--- src/rtl/linear_array_deque_unit_macros.svh ---
// assertion macros of the deque unit top module
`ifndef LINEAR_ARRAY_DEQUE_UNIT_MACROS_SVH
`define LINEAR_ARRAY_DEQUE_UNIT_MACROS_SVH

// same-cycle implication, checked out of reset
`define LDQ_ASSERT_IMPL(label, clk, rstn, ante, cons, msg) \
    label: assert property (@(posedge clk) disable iff (!(rstn)) (ante) |-> (cons)) \
        else $error(msg);

// next-cycle implication, checked out of reset
`define LDQ_ASSERT_NEXT(label, clk, rstn, ante, cons, msg) \
    label: assert property (@(posedge clk) disable iff (!(rstn)) (ante) |=> (cons)) \
        else $error(msg);

`endif

--- src/rtl/ldq_pkg.sv ---
// shared codes, widths and types of the linear array deque unit
package ldq_pkg;

    // field widths
    localparam int REQ_W    = 3;
    localparam int DATA_W   = 32;
    localparam int OFF_W    = 4;
    localparam int STATUS_W = 3;
    localparam int COUNT_W  = 5;
    localparam int CAP_W    = 5;

    // capacity after reset
    localparam logic [CAP_W-1:0] CAP_RESET = 5'd16;

    // request codes
    localparam logic [REQ_W-1:0] REQ_PUSH_FRONT = 3'd0;
    localparam logic [REQ_W-1:0] REQ_PUSH_BACK  = 3'd1;
    localparam logic [REQ_W-1:0] REQ_POP_FRONT  = 3'd2;
    localparam logic [REQ_W-1:0] REQ_POP_BACK   = 3'd3;
    localparam logic [REQ_W-1:0] REQ_READ       = 3'd4;

    // status codes
    localparam logic [STATUS_W-1:0] ST_OK          = 3'd0;
    localparam logic [STATUS_W-1:0] ST_FRONT_TAKEN = 3'd1;
    localparam logic [STATUS_W-1:0] ST_BACK_LIMIT  = 3'd2;
    localparam logic [STATUS_W-1:0] ST_EMPTY       = 3'd3;
    localparam logic [STATUS_W-1:0] ST_OFF_RANGE   = 3'd4;

    // entry store access strobes
    typedef struct packed {
        logic wr_en;
        logic rd_en;
    } mem_ctl_t;

endpackage

--- src/rtl/ldq_store.sv ---
// entry store of the deque: one write port, one registered read port
module ldq_store #(
    parameter int DEPTH = 16,
    parameter int AW    = 4
) (
    input  logic                       aclk,
    input  ldq_pkg::mem_ctl_t          mem_ctl,
    input  logic [AW-1:0]              wr_addr,
    input  logic [ldq_pkg::DATA_W-1:0] wr_data,
    input  logic [AW-1:0]              rd_addr,
    output logic [ldq_pkg::DATA_W-1:0] rd_data
);

    logic [ldq_pkg::DATA_W-1:0] mem [DEPTH];
    logic [ldq_pkg::DATA_W-1:0] rd_data_reg;

    // write on push
    always_ff @(posedge aclk) begin
        if (mem_ctl.wr_en) begin
            mem[wr_addr] <= wr_data;
        end
    end

    // registered read on read request
    always_ff @(posedge aclk) begin
        if (mem_ctl.rd_en) begin
            rd_data_reg <= mem[rd_addr];
        end
    end

    assign rd_data = rd_data_reg;

endmodule

--- src/rtl/ldq_ctrl.sv ---
// front/back pointers, capacity register and per-request decision logic
module ldq_ctrl #(
    parameter int DEPTH = 16,
    parameter int AW    = 4
) (
    input  logic                         aclk,
    input  logic                         aresetn,
    // capacity write
    input  logic                         cap_we,
    input  logic [ldq_pkg::CAP_W-1:0]    cap_data,
    // request at accept
    input  logic                         req_fire,
    input  logic [ldq_pkg::REQ_W-1:0]    req_type,
    input  logic [ldq_pkg::DATA_W-1:0]   data_value,
    input  logic [ldq_pkg::OFF_W-1:0]    read_offset,
    // entry store access
    output ldq_pkg::mem_ctl_t            mem_ctl,
    output logic [AW-1:0]                wr_addr,
    output logic [ldq_pkg::DATA_W-1:0]   wr_data,
    output logic [AW-1:0]                rd_addr,
    // result of the request
    output logic [ldq_pkg::STATUS_W-1:0] status,
    output logic [ldq_pkg::COUNT_W-1:0]  item_count
);

    // wide enough for counts, offsets and the capacity
    localparam int CNTW = (AW + 1 > ldq_pkg::COUNT_W) ? AW + 1 : ldq_pkg::COUNT_W;

    logic [AW-1:0]               front_reg, front_next;
    logic [AW-1:0]               back_reg, back_next;
    logic                        holds_reg, holds_next;
    logic [ldq_pkg::CAP_W-1:0]   cap_reg;

    logic [CNTW-1:0] cnt_now;
    logic [CNTW-1:0] cnt_after;
    logic [CNTW-1:0] cap_eff;
    logic [CNTW-1:0] back_limit;
    logic [CNTW-1:0] rd_pos;
    logic            wr_en;
    logic            rd_en;

    // capacity register
    always_ff @(posedge aclk) begin
        if (!aresetn) begin
            cap_reg <= ldq_pkg::CAP_RESET;
        end else if (cap_we) begin
            cap_reg <= cap_data;
        end
    end

    // clamp capacity into 1..DEPTH
    always_comb begin
        cap_eff = CNTW'(cap_reg);
        if (cap_reg == '0) begin
            cap_eff = CNTW'(1);
        end
        if (cap_eff > CNTW'(DEPTH)) begin
            cap_eff = CNTW'(DEPTH);
        end
        back_limit = cap_eff - CNTW'(1);
    end

    // items held before the request
    assign cnt_now = holds_reg ? (CNTW'(back_reg) - CNTW'(front_reg) + CNTW'(1)) : '0;
    assign rd_pos  = CNTW'(front_reg) + CNTW'(read_offset);

    // request decode
    always_comb begin
        front_next = front_reg;
        back_next  = back_reg;
        holds_next = holds_reg;
        status     = ldq_pkg::ST_OK;
        wr_en      = 1'b0;
        rd_en      = 1'b0;
        wr_addr    = front_reg;
        case (req_type)
            ldq_pkg::REQ_PUSH_FRONT: begin
                if (!holds_reg) begin
                    front_next = '0;
                    back_next  = '0;
                    holds_next = 1'b1;
                    wr_en      = 1'b1;
                    wr_addr    = '0;
                end else if (front_reg == '0) begin
                    status = ldq_pkg::ST_FRONT_TAKEN;
                end else begin
                    front_next = front_reg - AW'(1);
                    wr_en      = 1'b1;
                    wr_addr    = front_reg - AW'(1);
                end
            end
            ldq_pkg::REQ_PUSH_BACK: begin
                if (!holds_reg) begin
                    front_next = '0;
                    back_next  = '0;
                    holds_next = 1'b1;
                    wr_en      = 1'b1;
                    wr_addr    = '0;
                end else if (CNTW'(back_reg) >= back_limit) begin
                    status = ldq_pkg::ST_BACK_LIMIT;
                end else begin
                    back_next = back_reg + AW'(1);
                    wr_en     = 1'b1;
                    wr_addr   = back_reg + AW'(1);
                end
            end
            ldq_pkg::REQ_POP_FRONT: begin
                if (!holds_reg) begin
                    status = ldq_pkg::ST_EMPTY;
                end else if (front_reg == back_reg) begin
                    front_next = '0;
                    back_next  = '0;
                    holds_next = 1'b0;
                end else begin
                    front_next = front_reg + AW'(1);
                end
            end
            ldq_pkg::REQ_POP_BACK: begin
                if (!holds_reg) begin
                    status = ldq_pkg::ST_EMPTY;
                end else if (front_reg == back_reg) begin
                    front_next = '0;
                    back_next  = '0;
                    holds_next = 1'b0;
                end else begin
                    back_next = back_reg - AW'(1);
                end
            end
            ldq_pkg::REQ_READ: begin
                if (!holds_reg) begin
                    status = ldq_pkg::ST_EMPTY;
                end else if (CNTW'(read_offset) >= cnt_now) begin
                    status = ldq_pkg::ST_OFF_RANGE;
                end else begin
                    rd_en = 1'b1;
                end
            end
            default: begin
            end
        endcase
    end

    // items held after the request
    assign cnt_after  = holds_next ? (CNTW'(back_next) - CNTW'(front_next) + CNTW'(1)) : '0;
    assign item_count = cnt_after[ldq_pkg::COUNT_W-1:0];

    // store strobes only on an accepted transaction
    assign mem_ctl.wr_en = wr_en & req_fire;
    assign mem_ctl.rd_en = rd_en & req_fire;
    assign wr_data       = data_value;
    assign rd_addr       = rd_pos[AW-1:0];

    // pointer state
    always_ff @(posedge aclk) begin
        if (!aresetn) begin
            front_reg <= '0;
            back_reg  <= '0;
            holds_reg <= 1'b0;
        end else if (req_fire) begin
            front_reg <= front_next;
            back_reg  <= back_next;
            holds_reg <= holds_next;
        end
    end

endmodule

--- src/rtl/linear_array_deque_unit.sv ---
// Linear array deque unit: a double-ended queue in a fixed array of DEPTH
// entries with no wraparound. Each request on the slave stream (s_tuser holds
// the request kind) pushes at the front or back, pops at the front or back,
// or reads the entry at an offset from the front; one result per request
// leaves on the master stream with a status code in m_tuser. A front push
// fails once position 0 is taken, a back push fails at capacity-1, and pops
// or reads on an empty queue report empty. The unit takes one transaction per
// clock, holding the slave side only while the output register is full and not
// taken; each result appears in the cycle after its request is accepted, set by
// the single pointer-update pass and the one registered read of the entry
// memory. The user must write the capacity register (reset 16) only while
// idle (unenforced), via cfg_valid/cfg_data; values outside 1..DEPTH clamp.
// Entries never written read as undefined but cannot be reached by a read.
module linear_array_deque_unit #(
    parameter int DEPTH = 16
) (
    input  logic        aclk,
    input  logic        aresetn,
    // capacity write channel
    input  logic        cfg_valid,
    output logic        cfg_ready,
    input  logic [4:0]  cfg_data,     // capacity
    // request stream
    input  logic        s_tvalid,
    output logic        s_tready,
    input  logic [39:0] s_tdata,      // data_value[31:0], read_offset[35:32], zero pad
    input  logic [2:0]  s_tuser,      // req_type[2:0]
    // result stream
    output logic        m_tvalid,
    input  logic        m_tready,
    output logic [39:0] m_tdata,      // read_value[31:0], item_count[36:32], zero pad
    output logic [2:0]  m_tuser       // status[2:0]
);

`include "linear_array_deque_unit_macros.svh"

    localparam int AW = (DEPTH > 1) ? $clog2(DEPTH) : 1;

    logic                          s_fire;
    ldq_pkg::mem_ctl_t             mem_ctl;
    logic [AW-1:0]                 wr_addr;
    logic [AW-1:0]                 rd_addr;
    logic [ldq_pkg::DATA_W-1:0]    wr_data;
    logic [ldq_pkg::DATA_W-1:0]    rd_data;
    logic [ldq_pkg::STATUS_W-1:0]  status;
    logic [ldq_pkg::COUNT_W-1:0]   item_count;

    logic                          m_valid_reg;
    logic [ldq_pkg::STATUS_W-1:0]  status_reg;
    logic [ldq_pkg::COUNT_W-1:0]   count_reg;
    logic                          rd_ok_reg;
    logic [ldq_pkg::DATA_W-1:0]    read_value;

    // handshakes
    assign cfg_ready = 1'b1;
    assign s_tready  = !m_valid_reg || m_tready;
    assign s_fire    = s_tvalid && s_tready;

    // pointer and decision logic
    ldq_ctrl #(
        .DEPTH (DEPTH),
        .AW    (AW)
    ) u_ctrl (
        .aclk        (aclk),
        .aresetn     (aresetn),
        .cap_we      (cfg_valid && cfg_ready),
        .cap_data    (cfg_data),
        .req_fire    (s_fire),
        .req_type    (s_tuser),
        .data_value  (s_tdata[31:0]),
        .read_offset (s_tdata[35:32]),
        .mem_ctl     (mem_ctl),
        .wr_addr     (wr_addr),
        .wr_data     (wr_data),
        .rd_addr     (rd_addr),
        .status      (status),
        .item_count  (item_count)
    );

    // entry memory
    ldq_store #(
        .DEPTH (DEPTH),
        .AW    (AW)
    ) u_store (
        .aclk    (aclk),
        .mem_ctl (mem_ctl),
        .wr_addr (wr_addr),
        .wr_data (wr_data),
        .rd_addr (rd_addr),
        .rd_data (rd_data)
    );

    // output valid
    always_ff @(posedge aclk) begin
        if (!aresetn) begin
            m_valid_reg <= 1'b0;
        end else if (s_fire) begin
            m_valid_reg <= 1'b1;
        end else if (m_tready) begin
            m_valid_reg <= 1'b0;
        end
    end

    // output payload
    always_ff @(posedge aclk) begin
        if (s_fire) begin
            status_reg <= status;
            count_reg  <= item_count;
            rd_ok_reg  <= mem_ctl.rd_en;
        end
    end

    assign read_value = rd_ok_reg ? rd_data : '0;
    assign m_tvalid   = m_valid_reg;
    assign m_tuser    = status_reg;
    assign m_tdata    = {3'b000, count_reg, read_value};

    // checks
    `LDQ_ASSERT_NEXT(a_fire_gives_result, aclk, aresetn, s_fire, m_tvalid,
        "accepted request produced no result")
    `LDQ_ASSERT_IMPL(a_fail_reads_zero, aclk, aresetn,
        m_tvalid && (m_tuser != ldq_pkg::ST_OK), m_tdata[31:0] == '0,
        "failed request returned a nonzero read value")
    `LDQ_ASSERT_IMPL(a_empty_count_zero, aclk, aresetn,
        m_tvalid && (m_tuser == ldq_pkg::ST_EMPTY), m_tdata[36:32] == '0,
        "empty status with nonzero item count")
    `LDQ_ASSERT_IMPL(a_range_count_nonzero, aclk, aresetn,
        m_tvalid && (m_tuser == ldq_pkg::ST_OFF_RANGE), m_tdata[36:32] != '0,
        "offset out of range reported on an empty queue")
    `LDQ_ASSERT_IMPL(a_count_bound, aclk, aresetn, m_tvalid,
        (DEPTH > 31) || (int'(m_tdata[36:32]) <= DEPTH),
        "item count above depth")

endmodule
--- config.mk ---
export PLATFORM = sky130hd
export DESIGN_NAME = linear_array_deque_unit
export DESIGN_NICKNAME = d
export VERILOG_FILES = /design/src/rtl/ldq_pkg.sv /design/src/rtl/ldq_store.sv /design/src/rtl/ldq_ctrl.sv /design/src/rtl/linear_array_deque_unit.sv
export VERILOG_INCLUDE_DIRS = /design/src /design/src/rtl
export SDC_FILE = /design/constraint.sdc
export NUM_CORES = 1
export LEC_CHECK = 0
export BUFFER_PORTS_ARGS = -buffer_cell sky130_fd_sc_hd__buf_2
export CORE_UTILIZATION = 56
export DETAILED_ROUTE_END_ITERATION = 10
export PLACE_DENSITY = 0.72
export SYNTH_ARGS = -nofsm -noshare
export SYNTH_HDL_FRONTEND = slang
export SYNTH_SLANG_ARGS = --single-unit
--- constraint.sdc ---
create_clock -name aclk -period 7.9 [get_ports aclk]
set_input_delay 1.58 -clock aclk [delete_from_list [all_inputs] [get_ports aclk]]
set_output_delay 1.58 -clock aclk [all_outputs]
set_load 0.03 [all_outputs]
==> flow_summary.ini <==
[route]
routed_wl_um = 48100
avgRoutedWirePerCell_um = 25.2
postRouteAntennaNets = 0
vias = 11869
vias_per_cell = 6.22
drc = 0
drt_pass1_iterations = 5
detail_route.iter0.violations = 1134

[grt]
grt_first_pass_wirelength_um = 72300
number_of_global_route_vias_before_repair = 11891
grt_start_max_net_pins = 71
globalRoute.totalOverflow = 0
gr-usage-all-layers_pct = 23.5
grt_antenna_before_repair = 1

[timing]
hold_viol = 0
timing.clock.skew_ns = 0.0495
setup_total_negative_slack_ns = 0
period_share_pct = 56.4
worst_pin_slew_ns = 1.06
timing.final.setup_violations = 0
fmaxAchievable_ghz = 0.224
slew_headroom_pct = 29.5
fin_crit_ns = 4.46
final_max_slew_viol_count = 0
setup_repair_after_global_routing_missed_its_margin = false

[place]
buffer_ports.inserted = 90
placed_cell_area_um2 = 24300
place.detailed.hpwl_um = 24600
place_congestion = 0.896

[logic_synthesis]
syn_warnings = 0
synth_sequential_area_ratio_pct = 73.3
synth.cell_area_um2 = 23100
postSynth.topFlopCell = edfxtp_1
syn-instance-count = 1228
total_of_flip_flops_plus_latches_after_synthesis = 568
ys_async_sr_fraction_pct = 0
post_synth_edffs = 553
post_synth.cell_area_avg_um2 = 18.8
synth.distinct_cells = 67

[cells_and_area]
flow.area_growth_from_synthesis_pct = 12.1
drive_gt1_share_pct = 24.8
largest_register_ffs = 512
layout.cells.most_common = edfxtp_1
finalNetCount = 1418
most_used_cells_in_the_layout_excluding_fill_and_tap_cells = edfxtp_1 (553), mux4_2 (128), buf_2 (90), nand2_1 (87), and2_1 (69)
final_area_um2 = 25900

[clocking]
cts-root-to-sink-buffers = 3
cts_max_level = 2
numCtsBuffers = 54
worst_skew_pair.late_latency_ns = 0.62
clock_sinks = 568
ctsResizeCount = 0
post_cts.repair.setup_buffers = 0
cts-root-buf = clkbuf_16
cts_hold_buffers = 0
cts.reportedPaths.clkPinSlew_ns = 0.06
cts_tree = yes

[floorplan]
die_x_um = 205
dieHeight_um = 205
placementRows = 74
boundaryPins = 99
core-area_um2 = 40700
die-area_um2 = 42000
floorplan.initialDensity_pct = 56.7

[critical_path]
critical_path_peak_fanout = 70
worstSetupPathType = input pin to flip-flop
arrival_time_of_the_worst_setup_path_ns = 4.76
cp-end-kind = flip-flop
cp_data_required_time_ns = 8.21
start_kind = input pin

[power]
irDropWorstVdd_mv = 0.222
p_per_area_nw_per_um2 = 237
p_leak_nw = 8.44

[run_status]
status = finished, final reports clean

[min_path]
hp-class = flip-flop to flip-flop

[flow_run]
drv_cap = 0
[critical path, stage by stage]
cell,delay [ns]
buf_2,0.13
ha_4,0.14
inv_1,0.05
fa_4,1.40
buf_12,0.45
mux4_2,0.38
and2_1,0.18
a211oi_1,0.30
a31oi_1,0.07
[power breakdown]
part	switching (mW)	total [mW]	internal, mW
sequential	0.0124	3.34	3.33
combinational	0.274	0.444	0.170
clock	1.08	2.34	1.26
[Yosys cell counts (4+ instances only)]
master | number | share of area [%]
nand3_1 | 6 | 0.13
and2_1 | 69 | 1.9
xnor2_1 | 7 | 0.27
nor2b_1 | 13 | 0.35
dfxtp_1 | 15 | 1.3
nand4_1 | 5 | 0.14
a21oi_1 | 20 | 0.43
nand2b_1 | 8 | 0.22
nor3_1 | 8 | 0.17
edfxtp_1 | 553 | 72
a21o_1 | 6 | 0.20
mux2i_1 | 6 | 0.26
a211oi_1 | 34 | 1.1
inv_1 | 16 | 0.26
nor2_1 | 25 | 0.41
buf_4 | 12 | 0.39
buf_1 | 5 | 0.081
o21ai_0 | 23 | 0.50
a31oi_1 | 34 | 0.92
ha_1 | 30 | 1.6
xor2_1 | 4 | 0.15
mux4_2 | 128 | 12
clkbuf_1 | 39 | 0.63
nand2_1 | 87 | 1.4
buf_2 | 10 | 0.22
nor4_1 | 4 | 0.11
[stage by stage]
stage	util (%)	power, mW	std cells	setup WS (ns)	hold WS, ns
after global routing	63.5	6.31	1906	3.14	0.587
after CTS	63.5	6.18	1906	3.45	0.535
final	63.5	6.13	1908	3.44	0.530
after global placement	59.6	3.84	1808	2.85	0.511
after detailed placement	59.6	3.85	1808	2.83	0.527
after floorplan	-	3.71	1230	1.45	0.499
[path summary, 6_finish.rpt]
| check | start | to | slack, ns | depth (start not counted) |
|---|---|---|---|---|
| max reg2reg | u_ctrl.cap_reg[2] | u_store.mem[15][21] | 3.50 | 12 |
| min reg2reg | m_tvalid | m_tvalid | 0.53 | 2 |
| min | m_tvalid | m_tvalid | 0.53 | 2 |
| max | s_tdata[32] | u_store.rd_data[0] | 3.44 | 9 |
[metal layers]
metal	up-vias	GRT usage, %	wire length, um
met5	-	0	0
met4	0	6.69	1070
met3	75	3.47	2860
met2	386	37.9	23400
met1	6240	33.8	20800
li1	5168	-	-
[kinds of logic after synthesis]
kind of cell,count (synthesis),share of synthesized area (%)
compound gates,149,4.34
xor+xnor,12,0.488
mux,134,12.8
other cells,2,0.0325
flops,568,73.3
fa+ha+maj,33,1.89
buf+inv,85,1.73
simple gates,245,5.52
[area by class of cell]
class | instances | area, um2
Multi-Input combinational cell | 577 | 5970
Sequential cell | 568 | 16900
Timing Repair Buffer | 115 | 663
Clock buffer | 66 | 1400
Clock inverter | 32 | 203
Inverter | 16 | 60.1
Fill cell | 2811 | 14900
Antenna cell | 2 | 5.00
Tap cell | 532 | 666
(Power assumes the default switching activity.)
